`src/design/cdg_pkg.sv`:
```
`timescale 1ns / 1ps
// shared constants, types and helpers of the gradient unit
package cdg_pkg;

	localparam int unsigned GRID_SIZE   = 64;
	localparam int unsigned DATA_W      = 24;
	localparam int unsigned POS_W       = 6;
	localparam int unsigned IDX_W       = $clog2(GRID_SIZE);
	localparam int unsigned QUEUE_DEPTH = 4;

	// result slots that one queued job can expand into, in emission order
	localparam int unsigned NUM_SLOTS   = 2;
	localparam int unsigned SLOT_GRAD   = 0;
	localparam int unsigned SLOT_LAST   = 1;

	typedef logic signed [DATA_W-1:0] data_t;
	typedef logic [POS_W-1:0]         pos_t;
	typedef logic [IDX_W-1:0]         idx_t;
	typedef logic [NUM_SLOTS-1:0]     slot_mask_t;

	localparam idx_t IDX_LAST = idx_t'(GRID_SIZE - 1);

	typedef struct packed {
		data_t      grad_x;
		data_t      grad_y;
		pos_t       row_a;
		pos_t       row_b;
		pos_t       col;
		slot_mask_t slots;
		logic       done;
	} job_t;

	function automatic pos_t to_pos(idx_t v);
		logic [IDX_W+POS_W-1:0] wide;
		wide = {{POS_W{1'b0}}, v};
		return wide[POS_W-1:0];
	endfunction

	localparam pos_t POS_LAST = to_pos(IDX_LAST);

endpackage

```
`src/design/cdg_in_if.sv`:
```
`timescale 1ns / 1ps
// sample channel of the gradient unit
interface cdg_in_if;
	import cdg_pkg::*;

	logic  valid;
	logic  ready;
	data_t potential;

	modport source (output valid, output potential, input ready);
	modport sink (input valid, input potential, output ready);

endinterface

```
`src/design/cdg_out_if.sv`:
```
`timescale 1ns / 1ps
// result channel of the gradient unit
interface cdg_out_if;
	import cdg_pkg::*;

	logic  valid;
	logic  ready;
	data_t grad_x;
	data_t grad_y;
	pos_t  row_index;
	pos_t  col_index;
	logic  grid_done;

	modport source (output valid, output grad_x, output grad_y, output row_index,
		output col_index, output grid_done, input ready);
	modport sink (input valid, input grad_x, input grad_y, input row_index,
		input col_index, input grid_done, output ready);

endinterface

```
`src/design/central_difference_gradient_unit.sv`:
```
`timescale 1ns / 1ps
// top level of the central difference gradient unit
//
//  channel   dir  transaction
//  samples   in   potential (signed Q8.16), raster order, row by row
//  results   out  grad_x, grad_y, row_index, col_index, grid_done
//
//  one sample per cycle is taken while the job queue has room
//  a sample passes stages s1 and s2, then its job is pushed; the back end registers its results
//  one result leaves per cycle if ready; a last-row sample yields two, a second-row sample none
//  on the last row the queue fills and intake slows to the result rate
//  the result stage owns one output register, so the back end stalls on its own
//  reset clears the raster counters, pipeline valids, queue and output valid
module central_difference_gradient_unit (
	input  logic      clk,
	input  logic      arst_n,
	cdg_in_if.sink    samples,
	cdg_out_if.source results
);
	import cdg_pkg::*;

	job_t job_push;
	job_t job_head;
	logic push;
	logic full;
	logic pop;
	logic head_valid;

	cdg_front u_front (
		.clk        (clk),
		.arst_n     (arst_n),
		.samples    (samples),
		.queue_full (full),
		.push       (push),
		.job        (job_push)
	);

	cdg_queue u_queue (
		.clk        (clk),
		.arst_n     (arst_n),
		.push       (push),
		.job_in     (job_push),
		.full       (full),
		.pop        (pop),
		.head       (job_head),
		.head_valid (head_valid)
	);

	cdg_back u_back (
		.clk        (clk),
		.arst_n     (arst_n),
		.head       (job_head),
		.head_valid (head_valid),
		.pop        (pop),
		.results    (results)
	);

endmodule

```
`src/design/cdg_ram.sv`:
```
`timescale 1ns / 1ps
// generic single-port-write ram with registered read-first output
module cdg_ram #(
	parameter int unsigned WIDTH = 24,
	parameter int unsigned DEPTH = 64
) (
	input  logic                     clk,
	input  logic                     we,
	input  logic [$clog2(DEPTH)-1:0] waddr,
	input  logic [WIDTH-1:0]         wdata,
	input  logic                     re,
	input  logic [$clog2(DEPTH)-1:0] raddr,
	output logic [WIDTH-1:0]         rdata
);

	logic [WIDTH-1:0] mem_q [DEPTH];
	logic [WIDTH-1:0] rdata_q;

	always_ff @(posedge clk) begin
		if (we) begin
			mem_q[waddr] <= wdata;
		end
		if (re) begin
			rdata_q <= mem_q[raddr];
		end
	end

	assign rdata = rdata_q;

endmodule

```
`src/design/cdg_front.sv`:
```
`timescale 1ns / 1ps
// front end: sample intake, line buffers, stencil arithmetic and job build
module cdg_front (
	input  logic          clk,
	input  logic          arst_n,
	cdg_in_if.sink        samples,
	input  logic          queue_full,
	output logic          push,
	output cdg_pkg::job_t job
);
	import cdg_pkg::*;

	logic  adv;
	logic  accept;
	idx_t  row_q;
	idx_t  col_q;
	idx_t  col_ahead;

	logic  valid_s1;
	data_t sample_s1;
	idx_t  row_s1;
	idx_t  col_s1;

	logic  valid_s2;
	data_t sample_s2;
	data_t right_s2;
	data_t left_s2;
	idx_t  row_s2;
	idx_t  col_s2;

	data_t line_a_rd;
	data_t line_b_rd;

	data_t above_q;
	data_t left_q;

	logic  interior;
	idx_t  row_prev;

	function automatic data_t half_diff(data_t a, data_t b);
		logic signed [DATA_W:0] d;
		d = {a[DATA_W-1], a} - {b[DATA_W-1], b};
		return d[DATA_W:1];
	endfunction

	assign adv           = !queue_full;
	assign samples.ready = adv;
	assign accept        = samples.valid && adv;
	assign col_ahead     = (col_q == IDX_LAST) ? '0 : col_q + idx_t'(1);

	// raster position of the next sample
	always_ff @(posedge clk or negedge arst_n) begin
		if (!arst_n) begin
			row_q <= '0;
			col_q <= '0;
		end else if (accept) begin
			if (col_q == IDX_LAST) begin
				col_q <= '0;
				row_q <= (row_q == IDX_LAST) ? '0 : row_q + idx_t'(1);
			end else begin
				col_q <= col_q + idx_t'(1);
			end
		end
	end

	// one row back, read one column ahead
	cdg_ram #(.WIDTH(DATA_W), .DEPTH(GRID_SIZE)) u_line_a (
		.clk   (clk),
		.we    (accept),
		.waddr (col_q),
		.wdata (samples.potential),
		.re    (accept),
		.raddr (col_ahead),
		.rdata (line_a_rd)
	);

	// two rows back
	cdg_ram #(.WIDTH(DATA_W), .DEPTH(GRID_SIZE)) u_line_b (
		.clk   (clk),
		.we    (adv && valid_s1),
		.waddr (col_s1),
		.wdata (above_q),
		.re    (adv && valid_s1),
		.raddr (col_s1),
		.rdata (line_b_rd)
	);

	always_ff @(posedge clk or negedge arst_n) begin
		if (!arst_n) begin
			valid_s1 <= 1'b0;
			valid_s2 <= 1'b0;
		end else if (adv) begin
			valid_s1 <= accept;
			valid_s2 <= valid_s1;
		end
	end

	always_ff @(posedge clk) begin
		if (accept) begin
			sample_s1 <= samples.potential;
			row_s1    <= row_q;
			col_s1    <= col_q;
		end
		if (adv && valid_s1) begin
			sample_s2 <= sample_s1;
			right_s2  <= line_a_rd;
			left_s2   <= left_q;
			row_s2    <= row_s1;
			col_s2    <= col_s1;
			above_q   <= line_a_rd;
			left_q    <= above_q;
		end
	end

	// each sample finishes the point above it
	always_comb begin
		row_prev = (row_s2 == '0) ? '0 : row_s2 - idx_t'(1);
		interior = (row_s2 > idx_t'(1)) && (col_s2 != '0) && (col_s2 != IDX_LAST);

		push = adv && valid_s2 && (row_s2 != idx_t'(1));

		job.grad_x = interior ? half_diff(line_b_rd, sample_s2) : '0;
		job.grad_y = interior ? half_diff(left_s2, right_s2) : '0;
		job.row_a  = to_pos(row_prev);
		job.row_b  = to_pos(row_s2);
		job.col    = to_pos(col_s2);

		job.slots            = '0;
		job.slots[SLOT_GRAD] = 1'b1;
		job.slots[SLOT_LAST] = (row_s2 == IDX_LAST);
		job.done             = (row_s2 == IDX_LAST) && (col_s2 == IDX_LAST);
	end

endmodule

```
`src/design/cdg_queue.sv`:
```
`timescale 1ns / 1ps
// short job queue between front and back ends
module cdg_queue (
	input  logic          clk,
	input  logic          arst_n,
	input  logic          push,
	input  cdg_pkg::job_t job_in,
	output logic          full,
	input  logic          pop,
	output cdg_pkg::job_t head,
	output logic          head_valid
);
	import cdg_pkg::*;

	localparam int unsigned PTR_W = (QUEUE_DEPTH > 1) ? $clog2(QUEUE_DEPTH) : 1;
	localparam int unsigned CNT_W = $clog2(QUEUE_DEPTH + 1);
	localparam logic [PTR_W-1:0] PTR_LAST = PTR_W'(QUEUE_DEPTH - 1);
	localparam logic [CNT_W-1:0] CNT_FULL = CNT_W'(QUEUE_DEPTH);

	job_t             entries_q [QUEUE_DEPTH];
	logic [PTR_W-1:0] wr_ptr_q;
	logic [PTR_W-1:0] rd_ptr_q;
	logic [CNT_W-1:0] count_q;
	logic             do_push;
	logic             do_pop;

	assign full       = (count_q == CNT_FULL);
	assign head_valid = (count_q != '0);
	assign head       = entries_q[rd_ptr_q];
	assign do_push    = push && !full;
	assign do_pop     = pop && head_valid;

	always_ff @(posedge clk or negedge arst_n) begin
		if (!arst_n) begin
			wr_ptr_q <= '0;
			rd_ptr_q <= '0;
			count_q  <= '0;
		end else begin
			if (do_push) begin
				wr_ptr_q <= (wr_ptr_q == PTR_LAST) ? '0 : wr_ptr_q + PTR_W'(1);
			end
			if (do_pop) begin
				rd_ptr_q <= (rd_ptr_q == PTR_LAST) ? '0 : rd_ptr_q + PTR_W'(1);
			end
			if (do_push && !do_pop) begin
				count_q <= count_q + CNT_W'(1);
			end else if (do_pop && !do_push) begin
				count_q <= count_q - CNT_W'(1);
			end
		end
	end

	always_ff @(posedge clk) begin
		if (do_push) begin
			entries_q[wr_ptr_q] <= job_in;
		end
	end

endmodule

```
`src/design/cdg_back.sv`:
```
`timescale 1ns / 1ps
// back end: expands queued jobs into result transactions
module cdg_back (
	input  logic          clk,
	input  logic          arst_n,
	input  cdg_pkg::job_t head,
	input  logic          head_valid,
	output logic          pop,
	cdg_out_if.source     results
);
	import cdg_pkg::*;

	slot_mask_t sent_q;
	slot_mask_t pend;
	slot_mask_t pick;
	slot_mask_t left;
	logic       load;

	logic       out_valid_q;
	data_t      grad_x_q;
	data_t      grad_y_q;
	pos_t       row_q;
	pos_t       col_q;
	logic       done_q;

	assign pend = head.slots & ~sent_q;
	assign pick = pend & (~pend + slot_mask_t'(1));
	assign left = pend & ~pick;
	assign load = head_valid && (!out_valid_q || results.ready);
	assign pop  = load && (left == '0);

	always_ff @(posedge clk or negedge arst_n) begin
		if (!arst_n) begin
			sent_q      <= '0;
			out_valid_q <= 1'b0;
		end else begin
			if (load) begin
				sent_q      <= (left == '0) ? '0 : (sent_q | pick);
				out_valid_q <= 1'b1;
			end else if (results.ready) begin
				out_valid_q <= 1'b0;
			end
		end
	end

	always_ff @(posedge clk) begin
		if (load) begin
			if (pick[SLOT_GRAD]) begin
				grad_x_q <= head.grad_x;
				grad_y_q <= head.grad_y;
				row_q    <= head.row_a;
				col_q    <= head.col;
				done_q   <= 1'b0;
			end else begin
				grad_x_q <= '0;
				grad_y_q <= '0;
				row_q    <= head.row_b;
				col_q    <= head.col;
				done_q   <= head.done;
			end
		end
	end

	assign results.valid     = out_valid_q;
	assign results.grad_x    = grad_x_q;
	assign results.grad_y    = grad_y_q;
	assign results.row_index = row_q;
	assign results.col_index = col_q;
	assign results.grid_done = done_q;

endmodule

```
`src/flat_wrapper.sv`:
```
// flat-port wrapper written by rule: the top's interface ports become plain ports
module central_difference_gradient_unit_flat import cdg_pkg::*;
  (clk, arst_n, samples_valid, samples_potential, samples_ready, results_valid, results_grad_x, results_grad_y, results_row_index, results_col_index, results_grid_done, results_ready);
  cdg_in_if samples_i ();
  cdg_out_if results_i ();
  input  logic clk;
  input  logic arst_n;
  input wire logic [$bits(samples_i.valid)-1:0] samples_valid;
  input wire logic [$bits(samples_i.potential)-1:0] samples_potential;
  output wire logic [$bits(samples_i.ready)-1:0] samples_ready;
  output wire logic [$bits(results_i.valid)-1:0] results_valid;
  output wire logic [$bits(results_i.grad_x)-1:0] results_grad_x;
  output wire logic [$bits(results_i.grad_y)-1:0] results_grad_y;
  output wire logic [$bits(results_i.row_index)-1:0] results_row_index;
  output wire logic [$bits(results_i.col_index)-1:0] results_col_index;
  output wire logic [$bits(results_i.grid_done)-1:0] results_grid_done;
  input wire logic [$bits(results_i.ready)-1:0] results_ready;
  assign samples_i.valid = samples_valid;
  assign samples_i.potential = samples_potential;
  assign samples_ready = samples_i.ready;
  assign results_valid = results_i.valid;
  assign results_grad_x = results_i.grad_x;
  assign results_grad_y = results_i.grad_y;
  assign results_row_index = results_i.row_index;
  assign results_col_index = results_i.col_index;
  assign results_grid_done = results_i.grid_done;
  assign results_i.ready = results_ready;
  central_difference_gradient_unit u_core (.clk(clk), .arst_n(arst_n), .samples(samples_i), .results(results_i));
endmodule
```
`config.mk`:
```
export PLATFORM = sky130hd
export DESIGN_NAME = central_difference_gradient_unit_flat
export DESIGN_NICKNAME = d
export VERILOG_FILES = /design/src/design/cdg_pkg.sv /design/src/design/cdg_in_if.sv /design/src/design/cdg_out_if.sv /design/src/design/central_difference_gradient_unit.sv /design/src/design/cdg_ram.sv /design/src/design/cdg_front.sv /design/src/design/cdg_queue.sv /design/src/design/cdg_back.sv /design/src/flat_wrapper.sv
export SDC_FILE = /design/constraint.sdc
export NUM_CORES = 2
export LEC_CHECK = 0
export BUFFER_PORTS_ARGS = -buffer_cell sky130_fd_sc_hd__buf_2
export CORE_MARGIN = 2
export CORE_UTILIZATION = 55
export DETAILED_ROUTE_END_ITERATION = 12
export GPL_TIMING_DRIVEN = 1
export MAX_ROUTING_LAYER = met4
export PLACE_DENSITY = 0.71
export SKIP_CTS_REPAIR_TIMING = 1
export SLEW_MARGIN = 25
export SYNTH_ARGS = -nofsm -noshare
export SYNTH_HDL_FRONTEND = slang
export SYNTH_SLANG_ARGS = --single-unit
export TNS_END_PERCENT = 100
```
`constraint.sdc`:
```
create_clock -name clk -period 13.79 [get_ports clk]
set_clock_uncertainty 0.1 [all_clocks]
set_input_delay 0.6895 -clock clk [delete_from_list [all_inputs] [get_ports clk]]
set_output_delay 0.6895 -clock clk [all_outputs]
set_load 0.01 [all_outputs]
```
Word-level counts from Yosys, hierarchy flattened:

Memory sizes are Yosys's and may differ from the RTL's. A register that Yosys moved wholly into a read port is not among the register bits.
Cells that the tools add are included.
W data, S select, Z words.

* add/sub/neg operators: 10
* $lt $le $gt $ge: 1
* equality and inequality tests: 9
* multiplexer cells: 19
* bitwise gates (word level): 7
* reductions and logical operators: 25

Operators by type and width (number)
* $sub A24 B24 Y25: 2
* $mux W24: 2
* $eq A6 B6 Y1 const B: 4
* $mux W6: 4
* $logic_and A1 B1 Y1: 13
* $add A6 B1 Y6 const B: 2
* $mux W1: 8
* $add A2 B1 Y2 const B: 3
* $and A2 B2 Y2: 3
* $gt A6 B1 Y1 const B: 1
* $logic_not A6 Y1: 1
* $mux W2: 3
* $mux W3: 2
* $ne A6 B1 Y1 const B: 1
* $ne A6 B6 Y1 const B: 1
* $not A2 Y2: 3
* $reduce_bool A6 Y1: 1
* $sub A6 B1 Y6 const B: 1
* $eq A2 B2 Y1 const B: 2
* $logic_not A1 Y1: 4
* $reduce_bool A2 Y1: 2
* $add A3 B1 Y3 const B: 1
* $eq A3 B3 Y1 const B: 1
* $reduce_bool A3 Y1: 1
* other kinds (5): 5

* register bits after elaboration: 229
* bits in writable memories: 3344
* input bits: 28
* memories: 3

Memory list
* u_core.u_front.u_line_a.mem_q: depth 64, bits a word 24, rd ports 1, clocked after memory_dff 1, wr ports 1, RTL line cdg_ram.sv:16 `logic [WIDTH-1:0] mem_q [DEPTH];`
* u_core.u_front.u_line_b.mem_q: depth 64, bits a word 24, rd ports 1, clocked after memory_dff 1, wr ports 1, RTL line cdg_ram.sv:16
* u_core.u_queue.entries_q: depth 4, bits a word 68, rd ports 1, clocked after memory_dff 0, wr ports 1, RTL line cdg_queue.sv:20 `job_t entries_q [QUEUE_DEPTH];`

Depth between registers and ports, before layout:

* depth after elaboration: 13
* mapped depth: 15
* depth with buffers taken out: 10

Hierarchy:

Synthesis repeated with hierarchy kept, for this count alone.

* cells, all modules: 6431
* area, all modules: 139894.2 µm²

Modules (own cells, without submodules)
* cdg_ram: instances 2, cells each 2610, area an instance 59535.8 µm², seq. area each 46844.9 µm²
* cdg_queue: instances 1, cells each 398, area an instance 10487.6 µm², seq. area each 8463.1 µm²
* cdg_front: instances 1, cells each 679, area an instance 7961.4 µm², seq. area each 4674.5 µm²
* cdg_back: instances 1, cells each 134, area an instance 2373.5 µm², seq. area each 1906.8 µm²

Worst setup path after synthesis:

Ideal clock, no wire load.

* path kind: register to register
* start point: register u_core.u_queue.count_q[0]
* end point: memory u_core.u_front.u_line_b.mem_q[0][0] (enable)
* setup time: 0.406 ns
* arrival time: 9.954 ns
* data required time: 13.284 ns
* slack: 3.330 ns
* cell stages (with the launch flop): 5
* clock period less this slack: 10.460 ns
* cell sequence: dfrtp_1 -> nor2_1 -> a21oi_1 -> nand2_1 -> nor2_1

* word-level cells in the longest chain between the ends: 5

Ends and longest elaborated chain
* start: declaration: RTL line cdg_queue.sv:23 `logic [CNT_W-1:0] count_q;`
* start signal: assignment: RTL line cdg_queue.sv:46 `count_q <= count_q + CNT_W'(1);`
* start signal: assignment: RTL line cdg_queue.sv:48 `count_q <= count_q - CNT_W'(1);`
* $eq A3 B3 Y1: RTL line cdg_queue.sv:27 `assign full = (count_q == CNT_FULL);`
* $logic_not A1 Y1: RTL line cdg_front.sv:46 `assign adv = !queue_full;`
* $logic_and A1 B1 Y1
* named net u_core.u_front.u_line_b.re: RTL line cdg_ram.sv:11 `input logic re,`
* $mux W1: RTL line cdg_ram.sv:20 `if (we) begin`
* $mux W1 (implied by the code): RTL line cdg_ram.sv:21 `mem_q[waddr] <= wdata;`
* end: declaration: RTL line cdg_ram.sv:16

The timed path passes the listed nets, and every way through them passes these cells.

Worst setup path in the final report:

* start point: register u_core.u_front.col_q[0]
* end point: register u_core.u_front.u_line_a.rdata_q[14], in the netlist u_core.u_front.u_line_a.rdata[14] (read register of u_core.u_front.u_line_a.mem_q) (data pin)

* word-level cells in the longest chain between the ends: 2
* elaborated cells on any way between the ends: 3
* those cells by class: add/sub (1); eq/ne (1); mux (1)

Ends and longest elaborated chain
* start: declaration: RTL line cdg_front.sv:16 `idx_t col_q;`
* start signal: assignment: RTL line cdg_front.sv:61 `col_q <= col_q + idx_t'(1);`
* $add A6 B1 Y6 or $eq A6 B6 Y1 (tied branches): RTL line cdg_front.sv:49 `assign col_ahead = (col_q == IDX_LAST) ? '0 : col_q + idx_t'(1);`
* $mux W6 *: RTL line cdg_front.sv:49
* end: declaration: RTL line cdg_ram.sv:17 `logic [WIDTH-1:0] rdata_q;`

Mark *: on every way between the ends. The rest lies on a longest branch, timed or not.
A chain may end at the register's enable or synchronous reset.

==> results.json <==
{
  "clock_power_share_pct": 27.3,
  "clkSlewWorstSetupHoldPaths_ns": 0.06,
  "power_density_nw_per_um2": 227.5,
  "yosysTopAreaCell": "edfxtp_1",
  "finalSetupViolCount": 0,
  "register_area_um2": 108600,
  "synth.most_common_cell": "edfxtp_1",
  "swShare_pct": 35.00,
  "fin_ws_ns": 7.538,
  "synth_edf_count": 3597,
  "hold_path.class": "in -> async",
  "cts_buffers": 364,
  "syn_area_um2": 136600,
  "crit_cells": 12,
  "holdWs_ns": 0.2239,
  "cpMostUsedCell": "buf_4",
  "io_buffers": 90,
  "clock-sinks": 3621,
  "drt-initial-drc-count": 14362,
  "synth_nets": 8156,
  "r2r_start": "u_core.u_front.col_q[0]$_DFFE_PN0P_",
  "synth_commonest_cells": "edfxtp_1, nand2_1, a22oi_1, nand3_1, clkbuf_1",
  "nFillCells": 16900,
  "clk_latency_ns": 0.98,
  "arrival_ns": 6.94,
  "grt_max_degree": 178,
  "p_int_uw": 22690,
  "grt_overflow": 0,
  "dp_cells": 11264,
  "critPathSlowestCell": "buf_4",
  "ys_seq_area_share_pct": 79.52,
  "hold_viol_final": 0,
  "clock-root-buffer": "clkbuf_16",
  "combPwrFrac_pct": 30.8,
  "cts_tree": "done",
  "preCtsSetupSlack_ns": 7.729,
  "area_growth_pct": 12.32,
  "r2r_setup_slack_ns": 7.54,
  "gp_congestion": 0.9227,
  "fmax_mhz": 160.0,
  "required_ns": 14.48,
  "power_switching_uw": 12220,
  "slew_viol_final": 0,
  "rows": 182,
  "avgViaCountPerCell": 6.691,
  "max_stage_delay_ns": 0.79,
  "multi_input_area_um2": 26260,
  "max-slew-margin-rel_pct": 22.06,
  "ys_ff_latch": 3621,
  "core_area_um2": 246400,
  "fin_tns_setup_ns": 0,
  "min_period_over_period_pct": 45.34,
  "fp.dieW_um": 502.3,
  "totalWireLength_um": 374900,
  "rsz0062_at_grt": "no",
  "ys_top_cells_by_area": "edfxtp_1, nand2_1, a22oi_1",
  "drc": 0,
  "period_needed_ns": 6.252,
  "end_kind": "flip-flop",
  "path_buf_inv": 3,
  "stdcell_count": 11922,
  "synth.avg_cell_area_um2": 16.93,
  "yosys_warnings": 0,
  "synth_top_area_share_pct": 79.08,
  "synthFlopType": "edfxtp_1",
  "cts_buffer_depth": 4,
  "maxCapViolCount": 0,
  "syn_inst": 8067,
  "vias": 79774,
  "critPathKind": "reg -> reg",
  "worstPathCellList": "ha_2 > and2_1 > a21oi_4 > buf_4 > buf_4 > buf_4 > nand2_1 > nand3_1 > nand4_1 > o21ai_0 > nor3_1 > a31oi_1",
  "initial_core_util_pct": 55.44,
  "leakage_uw": 0.04943,
  "routedWlPerCell_um": 31.45,
  "r2r_cells": 12,
  "cp_max_fo": 69,
  "place_hpwl_um": 201600,
  "dieArea_um2": 252400,
  "tightestPinTransition_ns": 1.169,
  "synth_cell_type_count": 69,
  "cp_top_family": "buffers and inverters",
  "pin_count": 91,
  "outcome": "finished clean",
  "grtUsageTotal_pct": 30.09,
  "r2r_end": "u_core.u_front.u_line_a.rdata[14]$_DFFE_PP_",
  "antenna_found_initial": 26,
  "grt_pass1_vias": 75256,
  "p_total_uw": 34910,
  "crit_path_start_kind": "flip-flop",
  "grt_pass1_wl_um": 532600,
  "nets": 8409,
  "seq_power_share_pct": 41.9,
  "ys_async_sr_fraction_pct": 0.6628,
  "ir_worst_vdd_mv": 0.3189,
  "dr.pass1.iters": 9,
  "die_h_um": 502.3,
  "final_antenna_net_count": 0,
  "htreeDepth": 5,
  "drive_gt1_share_pct": 13.82
}
[layout by cell type (no fill, tap or decap), drive strengths merged, types with 104 or more instances in the layout]
cell type  instances
a21oi            140
a22oi            455
a31oi            232
edfxtp          3597
nor2             230
a32oi            179
clkbuf           435
nand4            104
a22o             161
nand3            319
clkinv           148
nand2           1054
a221oi           161
mux4             105
mux2i            215
buf              371
[registers in the layout, summed over array words and instances, names as in the netlist, 6 cells and up]
name                             cells
u_core.u_back.results.row_index      6
u_core.u_front.row_s1                6
u_core.u_front.left_q               24
u_core.u_front.sample_s2            24
u_core.u_front.row_q                 6
u_core.u_front.u_line_b.mem_q     1536
u_core.u_front.col_q                 6
u_core.u_back.results.grad_x        24
u_core.u_front.row_s2                6
u_core.u_back.results.grad_y        24
u_core.u_queue.entries_q           272
u_core.u_back.results.col_index      6
u_core.u_front.u_line_a.rdata       24
u_core.u_front.u_line_a.mem_q     1536
u_core.u_front.sample_s1            24
u_core.u_front.u_line_b.rdata       24
u_core.u_front.above_q              24
u_core.u_front.col_s2                6
u_core.u_front.col_s1                6
u_core.u_front.left_s2              24
[metal layers]
metal	up-vias	wire (µm)	share of wire [%]	global-route usage [%]
met2	6008	167400	45	42.90
met5	-	0	0	-
li1	32768	-	-	-
met3	804	51960	14	7.845
met4	0	14810	4.0	10.86
met1	40194	140700	38	42.19
[stage by stage]
stage	utilization (%)	instance area [µm²]
2_1_floorplan	-	136600
4_1_cts	62.22	153300
3_5_place_dp	57.61	142000
5_1_grt	62.26	153400
6_report	62.26	153400
3_3_place_gp	57.59	141900
[area by class of cell]
class	count	area share [%]
flip-flops and latches	3621	70.80
multi-input cells	3895	17.12
clock buffers	435	6.268
well taps	3312	2.701
repair buffers	373	1.774
clock inverters	198	1.139
inverters	65	0.1590
diodes	23	0.03752
[power groups by stage]
stage	Clock, µW	Combinational, µW	Sequential [µW]
finish	9530	10800	14600
detailed placement	0	10400	14800
CTS	9580	10500	14600
floorplan	0	5870	15000
global placement	0	10200	14800
global route	9990	11200	14700
[worst max path at each step]
stage                                     startpoint                                            end  slack, ns
3_3_place_gp     u_core.u_front.col_q[0]$_DFFE_PN0P_    u_core.u_front.u_line_a.rdata[20]$_DFFE_PP_       7.84
6_report         u_core.u_front.col_q[0]$_DFFE_PN0P_    u_core.u_front.u_line_a.rdata[14]$_DFFE_PP_       7.54
3_5_place_dp     u_core.u_front.col_q[0]$_DFFE_PN0P_    u_core.u_front.u_line_a.rdata[14]$_DFFE_PP_       7.73
2_1_floorplan  u_core.u_queue.count_q[0]$_DFFE_PN0P_  u_core.u_front.u_line_b.mem_q[0][0]$_DFFE_PP_       3.33
5_1_grt          u_core.u_front.col_q[0]$_DFFE_PN0P_    u_core.u_front.u_line_a.rdata[14]$_DFFE_PP_       7.44
4_1_cts          u_core.u_front.col_q[0]$_DFFE_PN0P_    u_core.u_front.u_line_a.rdata[14]$_DFFE_PP_       7.73
[kinds of logic after synthesis]
family	Yosys count	synth area share [%]
simple gates	1940	6.251
buf+inv	551	1.674
xor+xnor	50	0.3206
compound gates	1510	8.240
mux	334	3.422
fa+ha+maj	61	0.5753
flops	3621	79.52
No activity file was read; power rests on OpenSTA's default activity.
